$ cat src/hw/rtl/xrg_pkg.sv
// Package for the xoshiro256** random generator unit.
// Holds operation codes, controller states, command/status structs and constants.
// No dependencies.
package xrg_pkg;

  typedef enum logic [1:0] {
    OpSeed    = 2'd0,
    OpUniform = 2'd1,
    OpRange   = 2'd2,
    OpNone    = 2'd3
  } op_e;

  typedef enum logic [3:0] {
    StIdle,
    StSeedMix1,
    StSeedMulA,
    StSeedMix2,
    StSeedMulB,
    StSeedStore,
    StDraw,
    StNorm,
    StDivide,
    StDone
  } state_e;

  localparam logic [63:0] GoldenStep = 64'h9E3779B97F4A7C15;
  localparam logic [63:0] MixMulA    = 64'hBF58476D1CE4E5B9;
  localparam logic [63:0] MixMulB    = 64'h94D049BB133111EB;
  localparam logic [63:0] ResetW0    = 64'h180EC6D33CFD0ABA;
  localparam logic [63:0] ResetW1    = 64'hD5A61266F0C9392C;
  localparam logic [63:0] ResetW2    = 64'hA9582618E03FC9AA;
  localparam logic [63:0] ResetW3    = 64'h39ABDC4529B1661C;

  // Commands from the controller to the datapath.
  typedef struct packed {
    logic load;        // capture operand, clear result
    logic seed_step;   // add golden step, first xor-shift, clear product
    logic mul_step;    // one 16-bit digit of a mixing multiply
    logic mul_sel_b;   // multiply by the second mixing constant
    logic seed_mix2;   // second xor-shift, clear product
    logic seed_store;  // finish mix, store word
    logic draw;        // advance generator
    logic norm_step;   // one normalization step
    logic div_init;    // start remainder divider
    logic div_step;    // one divider bit
    logic uni_finish;  // assemble double
  } cmd_t;

  // Status from the datapath to the controller.
  typedef struct packed {
    logic bound_pos;
    logic norm_done;
    logic div_done;
    logic seed_last;
    logic mul_last;
  } status_t;

endpackage

$ cat src/hw/rtl/xrg_datapath.sv
// Datapath of the xoshiro256** generator unit: state words, SplitMix64
// mixer, normalizer and bit-serial remainder divider. Uses xrg_pkg.
module xrg_datapath import xrg_pkg::*; (
  input  logic          clk_i,
  input  logic          rst_ni,
  input  logic [63:0]   operand_i,
  input  cmd_t          cmd_i,
  output status_t       status_o,
  output logic [63:0]   value_o
);

  logic [63:0] w_q [4];
  logic [63:0] w_d [4];
  logic [63:0] z_q, z_d;       // seed chain, also multiplier operand
  logic [63:0] acc_q, acc_d;   // draw value / remainder / mix product
  logic [63:0] quo_q, quo_d;   // dividend shifting out
  logic [63:0] bnd_q, bnd_d;
  logic [6:0]  cnt_q, cnt_d;   // divider bit count, normalize exponent or digit index
  logic [1:0]  idx_q, idx_d;
  logic [63:0] res_q, res_d;

  logic [63:0] out_mul, sh17, t2, t3, t1, t0;
  logic [64:0] rem_sh;
  logic [63:0] zx;
  logic [63:0] mul_const;
  logic [15:0] mul_digit;
  logic [79:0] mul_pp;

  // Generator advance.
  always_comb begin
    out_mul = w_q[1] * 64'd5;
    out_mul = {out_mul[56:0], out_mul[63:57]} * 64'd9;
    sh17    = w_q[1] << 17;
    t2      = w_q[2] ^ w_q[0];
    t3      = w_q[3] ^ w_q[1];
    t1      = w_q[1] ^ t2;
    t0      = w_q[0] ^ t3;
  end

  // Mixing multiply: one 16-bit digit of the constant per cycle.
  always_comb begin
    mul_const = cmd_i.mul_sel_b ? MixMulB : MixMulA;
    mul_digit = mul_const[{cnt_q[1:0], 4'd0} +: 16];
    mul_pp    = {16'd0, z_q} * {64'd0, mul_digit};
  end

  assign rem_sh = {acc_q, quo_q[63]};

  // Next-state logic for all datapath registers.
  always_comb begin
    w_d   = w_q;
    z_d   = z_q;
    acc_d = acc_q;
    quo_d = quo_q;
    bnd_d = bnd_q;
    cnt_d = cnt_q;
    idx_d = idx_q;
    res_d = res_q;
    zx    = 64'd0;
    if (cmd_i.load) begin
      z_d   = operand_i;
      bnd_d = operand_i;
      idx_d = 2'd0;
      res_d = 64'd0;
    end
    if (cmd_i.seed_step) begin
      zx    = z_q + GoldenStep;
      z_d   = zx ^ (zx >> 30);
      acc_d = 64'd0;
      cnt_d = 7'd0;
    end
    // Accumulate one shifted partial product.
    if (cmd_i.mul_step) begin
      acc_d = acc_q + (mul_pp[63:0] << {cnt_q[1:0], 4'd0});
      cnt_d = cnt_q + 7'd1;
    end
    if (cmd_i.seed_mix2) begin
      z_d   = acc_q ^ (acc_q >> 27);
      acc_d = 64'd0;
      cnt_d = 7'd0;
    end
    // The second product, before its last xor-shift, carries on as the next chain value.
    if (cmd_i.seed_store) begin
      w_d[idx_q] = acc_q ^ (acc_q >> 31);
      z_d        = acc_q;
      idx_d      = idx_q + 2'd1;
    end
    if (cmd_i.draw) begin
      w_d[0] = t0;
      w_d[1] = t1;
      w_d[2] = t2 ^ sh17;
      w_d[3] = {t3[18:0], t3[63:19]};
      acc_d  = {11'd0, out_mul[63:11]};
      quo_d  = out_mul;
      cnt_d  = 7'd52;
    end
    // Normalize: shift left until bit 52 is set, lowering the exponent.
    if (cmd_i.norm_step && !acc_q[52] && acc_q != 64'd0) begin
      acc_d = acc_q << 1;
      cnt_d = cnt_q - 7'd1;
    end
    if (cmd_i.uni_finish) begin
      if (acc_q == 64'd0) res_d = 64'd0;
      else res_d = {1'b0, 11'(11'd970 + 11'(cnt_q)), acc_q[51:0]};
    end
    if (cmd_i.div_init) begin
      acc_d = 64'd0;
      cnt_d = 7'd64;
    end
    // Restoring remainder step, one dividend bit per cycle.
    if (cmd_i.div_step) begin
      quo_d = quo_q << 1;
      cnt_d = cnt_q - 7'd1;
      if (rem_sh >= {1'b0, bnd_q}) acc_d = 64'(rem_sh - {1'b0, bnd_q});
      else acc_d = rem_sh[63:0];
      if (cnt_q == 7'd1) res_d = (rem_sh >= {1'b0, bnd_q}) ?
                                 64'(rem_sh - {1'b0, bnd_q}) : rem_sh[63:0];
    end
  end

  // State words reset to the fixed constants.
  always_ff @(posedge clk_i or negedge rst_ni) begin
    if (!rst_ni) begin
      w_q[0] <= ResetW0;
      w_q[1] <= ResetW1;
      w_q[2] <= ResetW2;
      w_q[3] <= ResetW3;
      idx_q  <= 2'd0;
      cnt_q  <= 7'd0;
    end else begin
      w_q   <= w_d;
      idx_q <= idx_d;
      cnt_q <= cnt_d;
    end
  end

  // Payload registers.
  always_ff @(posedge clk_i) begin
    z_q   <= z_d;
    acc_q <= acc_d;
    quo_q <= quo_d;
    bnd_q <= bnd_d;
    res_q <= res_d;
  end

  assign status_o.bound_pos = !bnd_q[63] && bnd_q != 64'd0;
  assign status_o.norm_done = acc_q[52] || acc_q == 64'd0;
  assign status_o.div_done  = cnt_q == 7'd1;
  assign status_o.seed_last = idx_q == 2'd3;
  assign status_o.mul_last  = cnt_q[1:0] == 2'd3;
  assign value_o = res_q;

endmodule

$ cat src/hw/rtl/xrg_controller.sv
// Controller of the xoshiro256** generator unit: sequences seed, uniform
// and range requests. Uses xrg_pkg.
module xrg_controller import xrg_pkg::*; (
  input  logic    clk_i,
  input  logic    rst_ni,
  input  logic    start_i,
  input  logic [1:0] operation_i,
  input  status_t status_i,
  output cmd_t    cmd_o,
  output logic    busy_o,
  output logic    done_o
);

  state_e state_q, state_d;
  op_e    op_q, op_d;

  // State register.
  always_ff @(posedge clk_i or negedge rst_ni) begin
    if (!rst_ni) begin
      state_q <= StIdle;
      op_q    <= OpNone;
    end else begin
      state_q <= state_d;
      op_q    <= op_d;
    end
  end

  // Next state and commands.
  always_comb begin
    state_d = state_q;
    op_d    = op_q;
    cmd_o   = '0;
    busy_o  = 1'b1;
    done_o  = 1'b0;
    case (state_q)
      StIdle: begin
        busy_o = 1'b0;
        if (start_i) begin
          cmd_o.load = 1'b1;
          op_d = op_e'(operation_i);
          case (op_e'(operation_i))
            OpSeed:    state_d = StSeedMix1;
            OpUniform: state_d = StDraw;
            OpRange:   state_d = StDraw;
            default:   state_d = StDone;
          endcase
        end
      end
      StSeedMix1: begin
        cmd_o.seed_step = 1'b1;
        state_d = StSeedMulA;
      end
      // Four digit steps of the first mixing multiply.
      StSeedMulA: begin
        cmd_o.mul_step = 1'b1;
        if (status_i.mul_last) state_d = StSeedMix2;
      end
      StSeedMix2: begin
        cmd_o.seed_mix2 = 1'b1;
        state_d = StSeedMulB;
      end
      // Four digit steps of the second mixing multiply.
      StSeedMulB: begin
        cmd_o.mul_step  = 1'b1;
        cmd_o.mul_sel_b = 1'b1;
        if (status_i.mul_last) state_d = StSeedStore;
      end
      StSeedStore: begin
        cmd_o.seed_store = 1'b1;
        state_d = status_i.seed_last ? StDone : StSeedMix1;
      end
      StDraw: begin
        if (op_q == OpUniform) begin
          cmd_o.draw = 1'b1;
          state_d = StNorm;
        end else if (status_i.bound_pos) begin
          cmd_o.draw = 1'b1;
          state_d = StDivide;
        end else begin
          state_d = StDone;
        end
      end
      StNorm: begin
        if (status_i.norm_done) begin
          cmd_o.uni_finish = 1'b1;
          state_d = StDone;
        end else begin
          cmd_o.norm_step = 1'b1;
        end
      end
      StDivide: begin
        // First cycle clears the remainder; the dividend sits in place.
        if (op_q == OpRange) begin
          cmd_o.div_init = 1'b1;
          op_d = OpNone;
        end else begin
          cmd_o.div_step = 1'b1;
          if (status_i.div_done) state_d = StDone;
        end
      end
      StDone: begin
        done_o  = 1'b1;
        state_d = StIdle;
      end
      default: state_d = StIdle;
    endcase
  end

endmodule

$ cat src/hw/rtl/xoshiro256ss_random_generator_unit.sv
// Top level of the xoshiro256** random generator unit.
// Instantiates xrg_controller and xrg_datapath; uses xrg_pkg.
//
// Usage: raise start_i with operation_i and operand_i while busy_o is low;
// that edge is the transfer of a request. Exactly one result follows, shown
// on value_o for one cycle with valid_o high; the receiver cannot stall.
// busy_o falls the cycle after the result, when a new transfer can follow.
// Operation 0 seeds the four state words with the SplitMix64 mixer, each
// word by an add and xor-shift, a multiply by the first constant in four
// 16-bit digit steps, a second xor-shift, a multiply by the second constant
// in four 16-bit digit steps, and a final xor-shift and store; result zero.
// Operation 1 advances the generator and returns a double in [0,1),
// normalized by a shifter that moves one bit per cycle. Operation 2 returns
// the draw modulo the bound from the bit-serial remainder divider (64 steps);
// a bound of zero or below gives zero without advancing. Code 3 gives zero.
// Reset loads the fixed xoshiro start words.
module xoshiro256ss_random_generator_unit import xrg_pkg::*; (
  input  logic        clk_i,
  input  logic        rst_ni,
  input  logic        start_i,
  output logic        busy_o,
  input  logic [1:0]  operation_i,
  input  logic signed [63:0] operand_i,
  output logic        valid_o,
  output logic [63:0] value_o
);

  cmd_t    cmd;
  status_t status;

  xrg_controller u_ctrl (
    .clk_i, .rst_ni, .start_i, .operation_i,
    .status_i(status), .cmd_o(cmd), .busy_o, .done_o(valid_o)
  );

  xrg_datapath u_dp (
    .clk_i, .rst_ni, .operand_i(operand_i),
    .cmd_i(cmd), .status_o(status), .value_o
  );

endmodule
$ cat config.mk
export PLATFORM = sky130hd
export DESIGN_NAME = xoshiro256ss_random_generator_unit
export DESIGN_NICKNAME = d
export VERILOG_FILES = /design/src/hw/rtl/xrg_pkg.sv /design/src/hw/rtl/xrg_datapath.sv /design/src/hw/rtl/xrg_controller.sv /design/src/hw/rtl/xoshiro256ss_random_generator_unit.sv
export SDC_FILE = /design/constraint.sdc
export NUM_CORES = 2
export LEC_CHECK = 0
export BUFFER_PORTS_ARGS = -buffer_cell sky130_fd_sc_hd__buf_4
export CORE_MARGIN = 2
export CORE_UTILIZATION = 30
export CTS_CLUSTER_SIZE = 28
export DETAILED_ROUTE_END_ITERATION = 6
export GPL_TIMING_DRIVEN = 0
export PLACE_DENSITY = 0.54
export SYNTH_ARGS = -nofsm -noshare
export SYNTH_HDL_FRONTEND = slang
export SYNTH_HIERARCHICAL = 1
export SYNTH_SLANG_ARGS = --single-unit
$ cat constraint.sdc
create_clock -name clk_i -period 14.87 [get_ports clk_i]
set_clock_uncertainty 0.05 [all_clocks]
set_input_delay 1.487 -clock clk_i [delete_from_list [all_inputs] [get_ports clk_i]]
set_output_delay 1.487 -clock clk_i [all_outputs]
set_load 0.005 [all_outputs]
==> impl_metrics.csv <==
group,metric,value,unit
run_status,status,"finished with violations",
run_status,violations,"max-capacitance violations, max-slew violations",
floorplan,dieArea,0.259,sq mm
flow_run,maxCapViolations,7,
placement,pre_cts_ws,-0.939,ns
layout,multi_input_area,0.0550,sq mm
clock_network,clk_latency,0.74,ns
layout,drive_above_1_share,5.64,%
critical_path,cp.arrival,15.02,ns
detailed_routing,drt_iter0_drc,8384,
layout,seq_area,0.0159,sq mm
floorplan,die_w,509,microns
sta,fin_ws,0.199,ns
worst_hold_path,hp-class,"flop to flop",
clock_network,cts_tree,"yes",
sta,slew_violations,46,
synth,syn_inst,9069,
placement,place.gp.congestion,1.05,
clock_network,cts.sinks,591,
critical_path,cp_slowest_cell,"clkbuf_1",
floorplan,rows,185,
critical_path,cpPeakStageDelay,0.92,ns
critical_path,critPathMaxFanout,14,
placement,dp_hpwl,329,mm
clock_network,cts_buffer_depth,3,
global_route,grt_usage,30.4,%
critical_path,startpoint_type,"flop",
worst_hold_path,hold_depth,2,
global_route,overflow,0,
critical_path,path_class,"flop to flop",
global_route,grt_pass1_vias,71600,
detailed_routing,drt_first_pass_iters,7,
floorplan,initial_core_util,30.2,%
detailed_routing,drc_errors,0,
global_route,grt_max_degree,107,
detailed_routing,wire_per_inst,31.7,microns
synth,syn_avg_cell_area,8.45,sq um
sta,hold_viol,0,
global_route,grt_pass1_wl,556,mm
sta,rsz0062_at_grt,"false",
synth,synth-edff-count,255,
clock_network,ctsRootBufferMaster,"clkbuf_16",
synth,synth_flop_cell,"edfxtp_1",
floorplan,io_pins,135,
layout,fin_nets,10600,
clock_network,cts_made_buffers,72,
detailed_routing,wl,404,mm
detailed_routing,ant_nets,0,
layout,area_growth,10.8,%
layout,final_common_cell,"nand2_1",
sta,fmax,0.0682,GHz
synth,yosys_warnings,6,
sta,maxSlewHeadroom,-10.7,%
synth,ys_types,105,
sta,worst_slew_pin_slew,1.66,ns
clock_network,cts_setup_buffers,0,
critical_path,path_common_cell,"fa_1",
placement,dpl_cell_area,0.0822,sq mm
detailed_routing,vias_per_cell,5.70,
sta,fin_crit_sh,98.7,%
synth,syn-num-nets,10400,
clock_network,htreeDepth,3,
clock_network,clkTransAtPathRegs,0.06,ns
synth,yosysSeqAreaShare,20.8,%
critical_path,crit_path_end_kind,"flop",
detailed_routing,vias,72600,
critical_path,reg2regPathDepth,41,
layout,final_cell_mix,"nand2_1, inv_1, fa_1",
layout,stdcell_area,0.0848,sq mm
placement,portBuffers,134,
synth,syn_area,0.0766,sq mm
global_route,antenna_found_initial,37,
synth,ys_ff_latch,591,
critical_path,cp.required,15.22,ns
synth,synthArstFlopShare,45.9,%
sta,setup_viol,0,
floorplan,coreArea,0.254,sq mm
layout,fillers,26700,
sta,post-route-min-period,14.67,ns
floorplan,die_y,509,microns
-- critical path, delay by kind of cell (launching register included) --
kind | cells | cell delay (ns)
AO/OA/AOI/OAI | 11 | 3.64
buffers and inverters | 9 | 3.00
AND/OR/NAND/NOR | 9 | 1.95
adder cells (fa/ha/maj) | 9 | 3.92
XOR/XNOR | 2 | 0.99
multiplexers | 1 | 0.15
flip-flops | 1 | 0.60
-- cells in the mapped netlist, types with 254 or more instances --
master | n | area (sq um)
a21oi_1 | 681 | 3410
and2_1 | 289 | 1810
clkbuf_1 | 507 | 1900
edfxtp_1 | 255 | 7660
fa_1 | 756 | 15100
ha_1 | 493 | 6170
inv_1 | 950 | 3570
nand2_1 | 1244 | 4670
nor2_1 | 542 | 2030
o21ai_0 | 442 | 2210
xnor2_1 | 497 | 4350
xor2_1 | 254 | 2220
-- sequential cells by signal (all words and copies together), names as in the netlist --
register and count:
u_dp/quo_q 64, u_dp/bnd_q 64, u_dp/sh17 47, u_dp/acc_q 64
u_ctrl/op_q 2, u_dp/w_q 209, u_ctrl/state_q 4, u_dp/value_o 64
u_dp/z_q 64, u_dp/idx_q 2, u_dp/cnt_q 7
-- area by class of cell --
cell class                      count  area share (%)
Tap cell                         3366            4.96
Antenna cell                       17          0.0501
Multi-Input combinational cell   6940            64.8
Timing Repair Buffer              153            1.57
Clock buffer                       89            2.32
Sequential cell                   591            18.7
Clock inverter                     45           0.677
Buffer                            577            2.64
Inverter                          957            4.24
-- path summary, 6_finish.rpt --
check,startpoint,slack [ns],to
max reg2reg,u_dp/cnt_q[0],0.20,u_dp/acc_q[46]
max,u_dp/cnt_q[0],0.20,u_dp/acc_q[46]
min in group asynchronous,rst_ni,0.68,u_dp/w_q[202]
max in group asynchronous,rst_ni,12.54,u_dp/cnt_q[0]
min reg2reg,u_dp/quo_q[0],0.45,u_dp/quo_q[0]
min,u_dp/quo_q[0],0.45,u_dp/quo_q[0]
-- logic make-up after synthesis --
kind of cell    count (synthesis)  share of synthesized area [%]
buf+inv                      1538                           7.59
compound gates               2187                           18.1
fa+ha+maj                    1249                           27.8
mux                            95                           1.27
xor+xnor                      757                           8.76
simple gates                 2652                           15.7
flops                         591                           20.8
-- stage by stage --
step | util, % | std cells | setup TNS (ns) | hold WS (ns)
6_report | 33.4 | 12700 | 0 | 0.453
5_1_grt | 33.4 | 12700 | 0 | 0.469
4_1_cts | 33.4 | 12700 | 0 | 0.453
3_5_place_dp | 32.4 | 12600 | -8.46 | 0.440
3_3_place_gp | 32.2 | 12600 | -41.36 | 0.430
2_1_floorplan | - | 9069 | 0 | 0.406
-- routing by layer --
layer | track usage, % | share of wire, %
met5 | 0 | 0.051
met4 | 22.7 | 8.7
met3 | 5.45 | 8.0
met2 | 48.4 | 45
met1 | 36.7 | 38
-- what timing repair did --
item	CTS	global route
pin swaps	0	0
gates resized for setup	7	11
endpoints found under the setup margin	26	15
hold buffers	0	0
Power is not shown: default switching activity piles up to over one toggle a cycle in this logic, so the estimate is an artifact.
